**config.mk**
```make
export PLATFORM = sky130hd
export DESIGN_NAME = bzr_lerp_level
export DESIGN_NICKNAME = d
export VERILOG_FILES = /design/src/rtl/core/bzr_pkg.sv /design/src/rtl/core/bzr_lerp_level.sv
export SDC_FILE = /design/constraint.sdc
export NUM_CORES = 2
export LEC_CHECK = 0
export ABC_AREA = 1
export BUFFER_PORTS_ARGS = -buffer_cell sky130_fd_sc_hd__buf_2
export CORE_MARGIN = 1
export CORE_UTILIZATION = 30
export CTS_CLUSTER_DIAMETER = 50
export CTS_CLUSTER_SIZE = 28
export DETAILED_ROUTE_END_ITERATION = 8
export PLACE_DENSITY = 0.58
export SYNTH_ARGS = -nofsm -noshare
export SYNTH_HDL_FRONTEND = slang
export SYNTH_SLANG_ARGS = --single-unit
```
**constraint.sdc**
```tcl
create_clock -name clk -period 6.1 [get_ports clk]
set_input_delay 0.61 -clock clk [delete_from_list [all_inputs] [get_ports clk]]
set_output_delay 0.61 -clock clk [all_outputs]
set_load 0.05 [all_outputs]
```
**src/rtl/core/bzr_pkg.sv**
```systemverilog
// Shared constants and types for the cubic Bezier point evaluator.
// No dependencies; every other file of the block but bzr_if imports this package.
package bzr_pkg;

  // Register file layout: one register per control point coordinate.
  localparam int NUM_REGS  = 8;
  localparam int IDX_BITS  = 3;
  localparam int ADDR_BITS = IDX_BITS + 2;
  localparam int DATA_BITS = 32;

  localparam logic [IDX_BITS-1:0] REG_P0_X = 3'd0;
  localparam logic [IDX_BITS-1:0] REG_P0_Y = 3'd1;
  localparam logic [IDX_BITS-1:0] REG_P1_X = 3'd2;
  localparam logic [IDX_BITS-1:0] REG_P1_Y = 3'd3;
  localparam logic [IDX_BITS-1:0] REG_P2_X = 3'd4;
  localparam logic [IDX_BITS-1:0] REG_P2_Y = 3'd5;
  localparam logic [IDX_BITS-1:0] REG_P3_X = 3'd6;
  localparam logic [IDX_BITS-1:0] REG_P3_Y = 3'd7;

  // Load enables for the two register stages of one interpolation level.
  typedef struct packed {
    logic en_mul;
    logic en_add;
  } lerp_ctrl_t;

endpackage

```
**src/rtl/core/bzr_lerp_level.sv**
```systemverilog
// One de Casteljau level: LANES fixed-point lerps per axis in two stages.
// Depends on bzr_pkg for the stage control struct.
module bzr_lerp_level
  import bzr_pkg::*;
#(
  parameter int LANES      = 3,
  parameter int COORD_BITS = 10,
  parameter int FRAC_BITS  = 10
) (
  input  logic                                      clk,
  input  lerp_ctrl_t                                ctrl,
  input  logic [FRAC_BITS:0]                        t_in,
  input  logic [LANES:0][COORD_BITS+FRAC_BITS-1:0]   pts_x,
  input  logic [LANES:0][COORD_BITS+FRAC_BITS-1:0]   pts_y,
  output logic [FRAC_BITS:0]                        t_out,
  output logic [LANES-1:0][COORD_BITS+FRAC_BITS-1:0] res_x,
  output logic [LANES-1:0][COORD_BITS+FRAC_BITS-1:0] res_y
);

  localparam int W  = COORD_BITS + FRAC_BITS;
  localparam int PW = W + FRAC_BITS + 3;

  logic signed [PW-1:0] prod_x [LANES];
  logic signed [PW-1:0] prod_y [LANES];
  logic signed [PW-1:0] prod_x_next [LANES];
  logic signed [PW-1:0] prod_y_next [LANES];
  logic [W-1:0]         base_x [LANES];
  logic [W-1:0]         base_y [LANES];
  logic [FRAC_BITS:0]   t_mid;
  logic signed [PW-1:0] t_ext;

  assign t_ext = $signed({{(PW-FRAC_BITS-1){1'b0}}, t_in});

  // Product stage: (b - a) * t, signed so the later shift floors.
  always_comb begin
    logic signed [W:0] dx;
    logic signed [W:0] dy;
    for (int i = 0; i < LANES; i++) begin
      dx = $signed({1'b0, pts_x[i+1]}) - $signed({1'b0, pts_x[i]});
      dy = $signed({1'b0, pts_y[i+1]}) - $signed({1'b0, pts_y[i]});
      prod_x_next[i] = $signed({{(PW-W-1){dx[W]}}, dx}) * t_ext;
      prod_y_next[i] = $signed({{(PW-W-1){dy[W]}}, dy}) * t_ext;
    end
  end

  always_ff @(posedge clk) begin
    if (ctrl.en_mul) begin
      for (int i = 0; i < LANES; i++) begin
        prod_x[i] <= prod_x_next[i];
        prod_y[i] <= prod_y_next[i];
        base_x[i] <= pts_x[i];
        base_y[i] <= pts_y[i];
      end
      t_mid <= t_in;
    end
  end

  // Sum stage: a + floor(product / ONE); the result stays within a and b.
  always_ff @(posedge clk) begin
    logic signed [PW-1:0] sx;
    logic signed [PW-1:0] sy;
    if (ctrl.en_add) begin
      for (int i = 0; i < LANES; i++) begin
        sx = $signed({{(PW-W){1'b0}}, base_x[i]}) + (prod_x[i] >>> FRAC_BITS);
        sy = $signed({{(PW-W){1'b0}}, base_y[i]}) + (prod_y[i] >>> FRAC_BITS);
        res_x[i] <= sx[W-1:0];
        res_y[i] <= sy[W-1:0];
      end
      t_out <= t_mid;
    end
  end

endmodule

```
==> qor.yml <==
synthArstFlopShare_pct: 0
r2r_slack_ns: 3.48
netlist_area_sq_um: 71500
synth-seq-cells: 382
synthCells: 8711
timing.final.crit_share_pct: 99.5
crit_arrival_ns: 6.48
place_congestion: 0.965
finalCriticalPeriod_ns: 6.07
area_growth_pct: 35.1
drcViolationCount: 0
grt_max_degree: 92
clkSinkCount: 382
rows: 178
timing.rr.end: "res_x[16]$_DFFE_PP_"
die_h_microns: 490
die-area_sq_um: 240000
rsz0062_at_grt: "yes"
synth_warnings: 0
first_pass_iters: 6
ys_seq_area_share_pct: 16.0
layout.cells.most_common: "inv_1"
slew-limit-headroom_pct: 40.8
root_buffer: "clkbuf_16"
cts_tree: "yes"
core_sq_um: 236000
synth_cell_types: 59
drt_first_iter_violations: 3652
wl_met1_microns: 109000
synth-main-ff-cell: "edfxtp_1"
antenna_left: 0
status: "completed"
setup.worst_path.start_class: "primary input"
cts_buffers: 57
overflow: 0
crit_slowest_cell: "fa_1"
drive_gt1_share_pct: 29.2
setup_viol: 0
dr_wl_met3_microns: 10500
dp_hpwl_microns: 214000
r2r_cells: 11
grt_usage_pct: 20.5
crit_start: "pts_y[26]"
avgSynthCellArea_sq_um: 8.21
drt_wl_total_microns: 253000
cp_slowest_stage_delay_ns: 0.52
wl_met2_microns: 127000
hp-class: "primary input to register"
antenna_found_initial: 18
wl_per_cell_microns: 18.5
clock.fmax_mhz: 165
cp-endpoint: "prod_y[0][25]$_DFFE_PP_"
grt_pass1_wl_microns: 384000
tightest_slew_ns: 0.888
clock_latency_ns: 0.70
synth-edff-count: 382
htree_levels: 2
boundaryPins: 305
vias: 63900
worst_slack_ns: 0.0314
start_util_pct: 30.3
fin_nets: 12400
r2r-start: "prod_x[0][10]$_DFFE_PP_"
numPortBuffers: 304
num-fill-cells: 23700
cp.required_ns: 6.51
crit_type: "primary input to register"
die_width_microns: 490
routed.top_layer: "met5"
hold_viol: 0
clkTransAtPathRegs_ns: 0.07
drv_cap: 0
endpoint_kind: "register"
ctsHoldBuffers: 0
cts_buffer_depth: 3
pre_cts_slack_ns: -1.12
clock-skew-final_ns: 0.0244
routed_via_density: 4.69
grt_pass1_vias: 67300
layout_common_cells: "inv_1, nand2_1, buf_4"
slew_viol_final: 0
crit_fanout: 5
synth_fp_nets: 10600
-- worst min-delay path by stage --
stage / from / endpoint / slack [ns] / depth (start not counted)
6_report: pts_x[7] / base_x[0][7]$_DFFE_PP_ / 0.10 / 1
5_1_grt: pts_x[6] / base_x[0][6]$_DFFE_PP_ / 0.06 / 1
4_1_cts: pts_x[7] / base_x[0][7]$_DFFE_PP_ / 0.04 / 1
3_5_place_dp: t_mid[2]$_DFFE_PP_ / t_out[2]$_DFFE_PP_ / 0.41 / 0
3_3_place_gp: t_mid[0]$_DFFE_PP_ / t_out[0]$_DFFE_PP_ / 0.40 / 0
2_1_floorplan: t_mid[0]$_DFFE_PP_ / t_out[0]$_DFFE_PP_ / 0.40 / 0
-- stage by stage --
stage / utilization [%] / setup TNS [ns] / cell area [sq um] / cells / hold WS, ns
finish: 40.9 / 0 / 96600 / 13600 / 0.101
global placement: 37.7 / -88.72 / 88900 / 13400 / 0.403
detailed placement: 37.7 / -91.97 / 88900 / 13400 / 0.406
floorplan: - / -0.134 / 72600 / 8711 / 0.400
global route: 40.9 / -1.92 / 96600 / 13600 / 0.0606
CTS: 38.8 / 0 / 91600 / 13500 / 0.0437
-- registers in the layout, indices dropped and copies added, names as in the netlist --
signal	count
base_x	60
base_y	60
prod_x	60
prod_y	60
res_x	60
res_y	60
t_mid	11
t_out	11
-- metal layers --
| layer | track usage, % | vias to the layer above |
|---|---|---|
| met4 | 5.36 | 14 |
| met3 | 1.91 | 314 |
| met5 | 0 | - |
| met2 | 36.6 | 1584 |
| met1 | 26.4 | 31800 |
| li1 | - | 30200 |
-- cell type report --
cell class | instances | area, sq um | share of cell area (%)
antenna | 2 | 5.00 | 0.00518
clock buffer | 60 | 1440 | 1.49
clock inverter | 47 | 494 | 0.512
inverter | 2075 | 7860 | 8.13
multi-input combinational | 6066 | 57100 | 59.1
sequential | 382 | 11500 | 11.9
tap | 3150 | 3940 | 4.08
timing repair buffer | 1856 | 14300 | 14.8
-- worst max-delay path: cells and delay by family --
family          cells  cell delay [ns]
compound gates      3             0.33
xor+xnor            2             0.32
fa+ha+maj           7             3.01
buf+inv            10             0.91
simple gates       12             1.28
-- cells in the mapped netlist, types with 24 or more instances --
cell | instances | share of area, %
inv_1 | 2059 | 11
nand2_1 | 1698 | 8.9
fa_1 | 1158 | 32
nor2_1 | 720 | 3.8
ha_1 | 600 | 11
nand3_1 | 463 | 3.2
a21oi_1 | 420 | 2.9
edfxtp_1 | 382 | 16
xor2_1 | 199 | 2.4
o21ai_0 | 191 | 1.3
clkbuf_1 | 142 | 0.75
xnor2_1 | 105 | 1.3
nand4_1 | 72 | 0.63
nor3_1 | 58 | 0.41
or2_2 | 49 | 0.43
nor4_1 | 34 | 0.30
a21o_1 | 31 | 0.33
buf_2 | 28 | 0.20
or2_1 | 25 | 0.22
a31oi_1 | 24 | 0.21
o21bai_1 | 24 | 0.25
-- logic make-up (layout without fill, tap and decap cells) --
group | after synthesis | count (layout) | synth area share [%]
compound gates | 815 | 815 | 6.51
fa+ha+maj | 1758 | 1758 | 42.9
flops | 382 | 382 | 16.0
simple gates | 3176 | 3176 | 18.5
xor+xnor | 316 | 317 | 4.01
buf+inv | 2264 | 4038 | 12.0
other cells | 0 | 2 | 0
-- what timing repair did --
item / in CTS / in global routing
gates cloned: 0 / 1
endpoints found under the setup margin: 85 / 106
setup buffers: 20 / 103
resized for setup: 154 / 987
pin swaps: 44 / 415
Power is not shown: default switching activity piles up to over one toggle a cycle in this logic, so the estimate is an artifact.
