<file path="config.mk">
export PLATFORM = sky130hd
export DESIGN_NAME = bzr_cfg_regs
export DESIGN_NICKNAME = d
export VERILOG_FILES = /design/src/rtl/core/bzr_pkg.sv /design/src/rtl/core/bzr_cfg_regs.sv
export SDC_FILE = /design/constraint.sdc
export NUM_CORES = 1
export LEC_CHECK = 0
export BUFFER_PORTS_ARGS = -buffer_cell sky130_fd_sc_hd__clkbuf_2
export CAP_MARGIN = 20
export CORE_MARGIN = 8
export CORE_UTILIZATION = 50
export DETAILED_ROUTE_END_ITERATION = 10
export PLACE_DENSITY = 0.82
export SETUP_SLACK_MARGIN = 0.05
export SLEW_MARGIN = 25
export SYNTH_ARGS = -nofsm -noshare
export SYNTH_HDL_FRONTEND = slang
export SYNTH_SLANG_ARGS = --single-unit
</file>
<file path="constraint.sdc">
create_clock -name clk -period 5.65 [get_ports clk]
set_input_delay 1.695 -clock clk [delete_from_list [all_inputs] [get_ports clk]]
set_output_delay 1.695 -clock clk [all_outputs]
set_load 0.05 [all_outputs]
</file>
<file path="src/rtl/core/bzr_pkg.sv">
// Shared constants and types for the cubic Bezier point evaluator.
// No dependencies; every other file of the block but bzr_if imports this package.
package bzr_pkg;

  // Register file layout: one register per control point coordinate.
  localparam int NUM_REGS  = 8;
  localparam int IDX_BITS  = 3;
  localparam int ADDR_BITS = IDX_BITS + 2;
  localparam int DATA_BITS = 32;

  localparam logic [IDX_BITS-1:0] REG_P0_X = 3'd0;
  localparam logic [IDX_BITS-1:0] REG_P0_Y = 3'd1;
  localparam logic [IDX_BITS-1:0] REG_P1_X = 3'd2;
  localparam logic [IDX_BITS-1:0] REG_P1_Y = 3'd3;
  localparam logic [IDX_BITS-1:0] REG_P2_X = 3'd4;
  localparam logic [IDX_BITS-1:0] REG_P2_Y = 3'd5;
  localparam logic [IDX_BITS-1:0] REG_P3_X = 3'd6;
  localparam logic [IDX_BITS-1:0] REG_P3_Y = 3'd7;

  // Load enables for the two register stages of one interpolation level.
  typedef struct packed {
    logic en_mul;
    logic en_add;
  } lerp_ctrl_t;

endpackage

</file>
<file path="src/rtl/core/bzr_cfg_regs.sv">
// APB-style register file holding the four control points.
// Depends on bzr_pkg for the register map and bus widths.
module bzr_cfg_regs
  import bzr_pkg::*;
#(
  parameter int COORD_BITS = 10
) (
  input  logic                           clk,
  input  logic                           rst,
  input  logic                           psel,
  input  logic                           penable,
  input  logic                           pwrite,
  input  logic [ADDR_BITS-1:0]           paddr,
  input  logic [DATA_BITS-1:0]           pwdata,
  output logic [DATA_BITS-1:0]           prdata,
  output logic                           pready,
  output logic [3:0][COORD_BITS-1:0]     ctrl_x,
  output logic [3:0][COORD_BITS-1:0]     ctrl_y
);

  logic [COORD_BITS-1:0] regs [NUM_REGS];
  logic [IDX_BITS-1:0]   idx;

  assign idx    = paddr[ADDR_BITS-1:2];
  assign pready = 1'b1;

  // Register writes complete in the access phase.
  always_ff @(posedge clk) begin
    if (rst) begin
      for (int i = 0; i < NUM_REGS; i++) begin
        regs[i] <= '0;
      end
    end else if (psel && penable && pwrite) begin
      regs[idx] <= pwdata[COORD_BITS-1:0];
    end
  end

  // Read data is the addressed register, zero extended.
  always_comb begin
    prdata = {{(DATA_BITS-COORD_BITS){1'b0}}, regs[idx]};
  end

  // Control points as seen by the datapath.
  assign ctrl_x[0] = regs[REG_P0_X];
  assign ctrl_y[0] = regs[REG_P0_Y];
  assign ctrl_x[1] = regs[REG_P1_X];
  assign ctrl_y[1] = regs[REG_P1_Y];
  assign ctrl_x[2] = regs[REG_P2_X];
  assign ctrl_y[2] = regs[REG_P2_Y];
  assign ctrl_x[3] = regs[REG_P3_X];
  assign ctrl_y[3] = regs[REG_P3_Y];

endmodule

</file>
==> impl_metrics.csv, run 1 <==
group,metric,value,unit
routing,finalWirelength,10600,um
synthesis,synth_area_leader_cell,"edfxtp_1",
synthesis,ys_warn_count,0,
floorplan,die_area,11000,um2
timing,period_minus_slack,5040,ps
timing,slew_headroom,36.9,%
place,place_ws,595,ps
min_path,hp-class,"input port to register",
layout,largest_reg_flops,80,
synthesis,synth_cells,273,
clocking,path_clk_slew,80,ps
place,portBuffers,107,
layout,antennaDiodeCount,0,
grt,grtUsageTotal,19.2,%
routing,drt_iter0_markers,175,
clocking,clock_path_buffers,2,
layout,area_delta_synth_final,18.7,%
timing,final.setup.worst_slack,607,ps
clocking,root_buffer,"clkbuf_8",
clocking,tritoncts,"done",
layout,final_common_cell,"clkbuf_2",
grt,antenna_found_initial,0,
setup_path,arrival,3350,ps
layout,layout_common_cells,"clkbuf_2 (107), nor4_1 (80), edfxtp_1 (80)",
routing,wl_per_cell,22.2,um
place,globalplace.congestion,0.807,
floorplan,io_pins,155,
floorplan,die_w,105,um
routing,drc,0,
synthesis,synth.top_cell.area_share,60.7,%
setup_path,slowest_delay,550,ps
timing,whs,1870,ps
floorplan,initial_utilization,51.4,%
layout,regMostFlops,"regs",
routing,drtAntennaViolNets,0,
grt,grt_pass1_vias,2969,
timing,max_freq,0.198,GHz
synthesis,syn_area_per_cell,14.5,um2
routing,vias,2845,
grt,grt_use_met2,32.2,%
floorplan,core_area,7690,um2
pwr,p_total,1.45,mW
grt,use_met3,7.56,%
timing,maxSlewViolCount,0,
pwr,max-vdd-ir-drop,0.000131,V
clocking,postCtsHoldBufs,0,
floorplan,core.rowCount,32,
grt,use_met1,21.3,%
timing,worstMarginPinSlew,947,ps
layout,utilization,61.1,%
floorplan,die_y,105,um
setup_path,crit_chain,"clkbuf_2, buf_12, mux4_2, mux2_2, clkbuf_2",
place,dp_hpwl,7500,um
layout,nets,415,
grt,grt_pass1_wl,16600,um
grt,top_usage_layer,"met2",
outcome,status,"completed",
timing,fin_setup_tns,0,ps
setup_path,cp-start-kind,"input port",
setup_path,required,3950,ps
grt,grt_start_max_net_pins,73,
pwr,pwr_density_cell,309,nW/um2
flow_run,drv_cap,0,
layout,largestRegisters,"regs x80",
timing,setup_viol,0,
routing,via_per_inst,5.94,
synthesis,ys_ff_latch,80,
setup_path,critical_path.max_fanout,11,
synthesis,yosysSeqAreaShare,60.7,%
layout,drive_gt1_share,44.3,%
timing,rsz0062_at_grt,"no",
grt,grt_overflow_total,0,
routing,firstDrtPassIters,4,
synthesis,synth_area_leaders,"edfxtp_1 (61%), nor4_1 (13%), mux4_2 (11%)",
setup_path,crit_path_top_delay_cell,"mux4_2",
setup_path,crit_type,"input port to output port",
clocking,cts_resized,0,
setup_path,cp_common_cell,"clkbuf_2",
timing,hold_violations,0,
synthesis,ys_types,19,
synthesis,synth_area,3960,um2
timing,fin_crit_sh,89.3,%
clocking,post_cts_buffers,0,
setup_path,end_kind,"output port",
pwr,leakage,1.74,nW
clocking,cts_buffers,9,
clocking,cts_sinks,80,
clocking,htreeDepth,3,
## cell type report
cell class | instances | area, um2
Sequential cell | 80 | 2400
Fill cell | 598 | 2990
Clock inverter | 4 | 46.3
Timing Repair Buffer | 124 | 688
Tap cell | 102 | 128
Multi-Input combinational cell | 146 | 1250
Clock buffer | 11 | 131
Inverter | 12 | 45.0
## synthesized netlist by cell type
cell type / count
edfxtp_1: 80
nor4_1: 80
buf_4: 23
clkbuf_1: 21
mux4_2: 20
inv_1: 11
o31ai_1: 8
mux2_2: 7
buf_2: 5
buf_1: 4
mux2_4: 3
buf_6: 2
conb_1: 2
nand2b_1: 2
buf_12: 1
inv_2: 1
nand2_1: 1
nand4b_1: 1
or2_1: 1
## path summary, 6_finish.rpt
check	start	end	depth (start not counted)
worst min-delay path	pwdata[0]	regs[2][0]	3
worst max-delay path	paddr[3]	prdata[3]	5
## where the power goes
group,switching [mW],internal (mW),total [mW]
registers,0.0185,0.684,0.703
logic,0.275,0.0763,0.351
clock network,0.197,0.200,0.397
total,0.491,0.960,1.45
## cell families after synthesis
| group | after synthesis | synth area share (%) |
|---|---|---|
| flops | 80 | 60.7 |
| buf+inv | 68 | 9.59 |
| mux | 30 | 14.5 |
| simple gates | 85 | 13.4 |
| other cells | 2 | 0.190 |
| compound gates | 8 | 1.52 |
## routing by layer
metal	wire length [um]	part of all wire (%)	up-vias
met3	1130	11	19
li1	-	-	1271
met1	3700	35	1404
met5	0	0	-
met2	5560	52	151
met4	246	2.3	0
## critical path: cells and delay by family
kind | cells | cell delay [ps]
buffers and inverters | 3 | 800
muxes | 2 | 850
## metrics by stage
stage	instances	cell area, um2
after detailed placement	464	4520
after floorplan	294	4030
after global routing	479	4690
after CTS	479	4690
after global placement	464	4520
final	479	4690
Note: power is estimated with default switching activity, not from simulation.
==> run 2: changes to the inputs <==
--- a/config.mk
+++ b/config.mk
@@ -9,7 +9,7 @@
 export CAP_MARGIN = 20
 export CORE_MARGIN = 8
-export CORE_UTILIZATION = 50
+export CORE_UTILIZATION = 51
 export DETAILED_ROUTE_END_ITERATION = 10
-export PLACE_DENSITY = 0.82
+export PLACE_DENSITY = 0.83
 export SETUP_SLACK_MARGIN = 0.05
 export SLEW_MARGIN = 25
==> constraint.sdc (replaced) <==
create_clock -name clk -period 5.65 [get_ports clk]
set_input_delay 1.695 -clock clk [delete_from_list [all_inputs] [get_ports clk]]
set_output_delay 1.695 -clock clk [all_outputs]
set_load 0.01 [all_outputs]
==> run 2 against run 1 <==
First-iteration DRC count is 27% higher. Sequential share of layout area did not move. Critical path depth shrank 1. Worst setup slack worse by 13 ps. Critical path type unchanged.
==> impl_metrics.csv, run 2 (synthesized netlist as in run 1, its figures left out) <==
group,metric,value,unit
pwr,clkPwrFrac,33.5,%
setup_path,arrival,3360,ps
setup_path,crit_type,"input port to output port",
layout,layout_common_cells,"clkbuf_2 (107), nor4_1 (80), edfxtp_1 (80)",
layout,largestRegisters,"regs x80",
routing,finalWirelength,10300,um
place,globalplace.congestion,0.781,
floorplan,die_area,10800,um2
pwr,comb_power_share,14.3,%
clocking,post_cts_buffers,0,
setup_path,critical_path.max_fanout,20,
timing,whs,1870,ps
min_path,hp-class,"input port to register",
setup_path,required,3950,ps
timing,maxSlewViolCount,0,
grt,grt_overflow_total,0,
floorplan,core.rowCount,32,
routing,via_per_inst,5.87,
grt,antenna_found_initial,0,
routing,firstDrtPassIters,4,
place,portBuffers,107,
place,dp_hpwl,7080,um
layout,instances_no_fill,477,
pwr,p_sw,337,uW
layout,drive_gt1_share,44.3,%
layout,utilization,61.7,%
clocking,postCtsHoldBufs,0,
layout,regMostFlops,"regs",
routing,wl_per_cell,21.5,um
clocking,tritoncts,"done",
grt,grt_pass1_wl,16000,um
floorplan,die_w,104,um
clocking,cts_buffers,9,
clocking,clock_path_buffers,2,
floorplan,io_pins,155,
floorplan,die_y,104,um
routing,drc,0,
place,dp.cells,461,
grt,grt_start_max_net_pins,89,
timing,slew_headroom,36.8,%
floorplan,initial_utilization,52.0,%
outcome,status,"completed",
pwr,p_int,1.01,mW
routing,drtAntennaViolNets,0,
timing,rsz0062_at_grt,"no",
grt,grt_pass1_vias,2972,
layout,antennaDiodeCount,0,
timing,fin_crit_sh,89.5,%
clocking,cts_sinks,80,
min_path,min_path_cells,3,
pwr,leakage,1.74,nW
setup_path,cp-start-kind,"input port",
layout,nets,412,
routing,drt_iter0_markers,223,
routing,vias,2800,
timing,fin_setup_tns,0,ps
pwr,pwr-share-seq,52.2,%
layout,final_common_cell,"clkbuf_2",
pwr,swShare,25.0,%
flow_run,drv_cap,0,
timing,period_minus_slack,5060,ps
timing,hold_violations,0,
layout,largest_reg_flops,80,
clocking,path_clk_slew,80,ps
timing,setup_viol,0,
clocking,htreeDepth,3,
timing,max_freq,0.198,GHz
floorplan,core_area,7610,um2
timing,worstMarginPinSlew,948,ps
layout,area_delta_synth_final,18.7,%
clocking,root_buffer,"clkbuf_8",
clocking,cts_resized,0,
pwr,pwr_density_cell,286,nW/um2
setup_path,end_kind,"output port",
grt,grtUsageTotal,19.0,%
pwr,max-vdd-ir-drop,0.000124,V
[run 2: cell types whose count changed in the layout (fill, tap and decap cells not counted), sizes merged]
cell,change
buf,-3
bufinv,+1
[run 2: per-stage QoR]
step	worst slack (ps)	area, um2	power [mW]
global route	476	4690	1.39
floorplan	1220	4030	0.840
detailed placement	550	4480	0.908
finish	594	4690	1.34
global placement	560	4480	0.904
CTS	545	4690	1.35
[run 2: per-layer routing]
layer / global-route usage, % / part of all wire (%)
met5: 0 / 0
met4: 8.79 / 2.3
met3: 8.05 / 9.4
met2: 31.9 / 53
met1: 20.3 / 35
[run 2: final timing paths]
path          to      start
max    prdata[2]   paddr[3]
min   regs[7][2]  pwdata[2]
[run 2: area by class of cell]
| cell class | count | area (um2) |
|---|---|---|
| clock buffer | 11 | 131 |
| multi-input combinational | 146 | 1250 |
| tap | 102 | 128 |
| inverter | 12 | 45.0 |
| fill | 588 | 2910 |
| sequential | 80 | 2400 |
| timing repair buffer | 121 | 653 |
| clock inverter | 5 | 81.3 |
[run 2: power by group through the flow]
stage,clock network [mW],logic (mW),registers [mW]
final,0.450,0.192,0.702
after global routing,0.478,0.206,0.706
after CTS,0.452,0.194,0.702
after detailed placement,0,0.193,0.715
after global placement,0,0.191,0.713
after floorplan,0,0.111,0.729
[run 2: critical path, stage by stage]
cell and delay, ps:
clkbuf_2 580, mux4_2 640, mux2_2 300, clkbuf_2 130
==> run 3: changes to the inputs <==
- CORE_UTILIZATION: 51 -> 53
- PLACE_DENSITY: 0.83 -> 0.86
==> run 3 against run 2 <==
Worst setup slack better by 130 ps. Worst hold slack got worse by 10 ps. Global-route usage grew 0.99 points. Critical endpoint unchanged. Critical path depth is 1 higher. Power is 6.5% higher.
==> impl_metrics.csv, run 3 (synthesized netlist as in run 1, its figures left out) <==
group,metric,value,unit
layout,utilization,65.3,%
pwr,clkPwrFrac,37.5,%
pwr,p_sw,338,uW
clocking,cts_resized,0,
setup_path,crit_cells,5,
setup_path,crit_chain,"clkbuf_2, buf_12, mux4_2, mux2_2, clkbuf_2",
setup_path,critical_path.max_fanout,16,
timing,slew_headroom,37.5,%
timing,fin_crit_sh,87.2,%
pwr,comb_power_share,13.5,%
grt,grt_pass1_vias,2901,
timing,final.setup.worst_slack,722,ps
setup_path,cp-start-kind,"input port",
timing,fin_setup_tns,0,ps
routing,drt_iter0_markers,156,
floorplan,core.rowCount,31,
routing,firstDrtPassIters,4,
grt,antenna_found_initial,0,
layout,regMostFlops,"regs",
place,globalplace.congestion,0.776,
min_path,min_path_cells,3,
layout,fill_cells,543,
layout,area_delta_synth_final,19.7,%
routing,vias,2847,
place,dp_hpwl,7240,um
routing,via_per_inst,6.02,
floorplan,die_w,102,um
floorplan,die_y,102,um
grt,grt_pass1_wl,15200,um
place,portBuffers,107,
clocking,tritoncts,"done",
layout,layout_common_cells,"clkbuf_2 (107), nor4_1 (80), edfxtp_1 (80)",
floorplan,core_area,7250,um2
clocking,path_clk_slew,70,ps
outcome,status,"completed",
min_path,hp-class,"input port to register",
pwr,leakage,1.76,nW
pwr,max-vdd-ir-drop,0.000123,V
setup_path,end_kind,"output port",
grt,grt_start_max_net_pins,73,
routing,finalWirelength,10300,um
floorplan,initial_utilization,54.5,%
timing,setup_viol,0,
timing,maxSlewViolCount,0,
grt,use_met1,20.4,%
pwr,pwr-share-seq,49.0,%
setup_path,arrival,3230,ps
pwr,swShare,23.6,%
flow_run,drv_cap,0,
setup_path,cp_common_cell,"clkbuf_2",
timing,hold_violations,0,
layout,nets,412,
clocking,root_buffer,"clkbuf_8",
grt,grt_overflow_total,0,
clocking,clock_path_buffers,2,
pwr,pwr_density_cell,302,nW/um2
timing,worstMarginPinSlew,929,ps
layout,final_common_cell,"clkbuf_2",
grt,top_usage_layer,"met2",
clocking,post_cts_buffers,0,
clocking,htreeDepth,3,
grt,grtUsageTotal,20.0,%
setup_path,crit_path_top_delay_cell,"mux4_2",
clocking,postCtsHoldBufs,0,
timing,max_freq,0.203,GHz
timing,period_minus_slack,4930,ps
setup_path,crit_type,"input port to output port",
setup_path,required,3950,ps
pwr,p_int,1.09,mW
timing,rsz0062_at_grt,"no",
setup_path,timing.critical_path.buf_inv,3,
routing,wl_per_cell,21.8,um
routing,drtAntennaViolNets,0,
grt,use_met3,7.77,%
layout,drive_gt1_share,44.7,%
layout,largest_reg_flops,80,
clocking,cts_sinks,80,
layout,antennaDiodeCount,0,
layout,largestRegisters,"regs x80",
floorplan,die_area,10500,um2
place,place_ws,717,ps
floorplan,io_pins,155,
setup_path,worst_path_dominant_cell_family,"multiplexers",
clocking,cts_buffers,9,
setup_path,slowest_delay,550,ps
routing,drc,0,
grt,grt_use_met2,34.0,%
timing,whs,1860,ps
[run 3: layer usage]
metal	wire, um	part of all wire (%)	vias to the layer above
li1	-	-	1269
met1	3460	34	1364
met2	5300	51	183
met3	1120	11	31
met4	432	4.2	0
met5	0	0	-
[run 3: per-stage QoR]
step | cell area, um2 | std cells | power (mW)
floorplan | 4030 | 294 | 0.840
global placement | 4480 | 458 | 0.902
detailed placement | 4480 | 458 | 0.907
CTS | 4730 | 473 | 1.43
global route | 4730 | 473 | 1.47
finish | 4730 | 473 | 1.43
[run 3: final timing paths]
kind	from	end	slack, ps
setup / recovery	paddr[3]	prdata[2]	720
hold / removal	pwdata[8]	regs[2][8]	1860
[run 3: final cells by class]
type,count,area [um2],area share (%)
multi-input combinational,146,1250,26.5
timing repair buffer,121,653,13.8
clock inverter,6,133,2.80
tap,99,124,2.62
inverter,12,45.0,0.952
clock buffer,9,124,2.62
sequential,80,2400,50.8
[run 3: power groups by stage]
stage	combinational, mW	sequential (mW)	clock [mW]
global route	0.206	0.706	0.559
floorplan	0.111	0.729	0
finish	0.193	0.702	0.537
CTS	0.194	0.701	0.538
global placement	0.190	0.712	0
detailed placement	0.192	0.715	0
[run 3: worst min-delay path, cell delays in order]
cell	delay, ps
clkbuf_2	80
inv_1	180
nor4_1	90
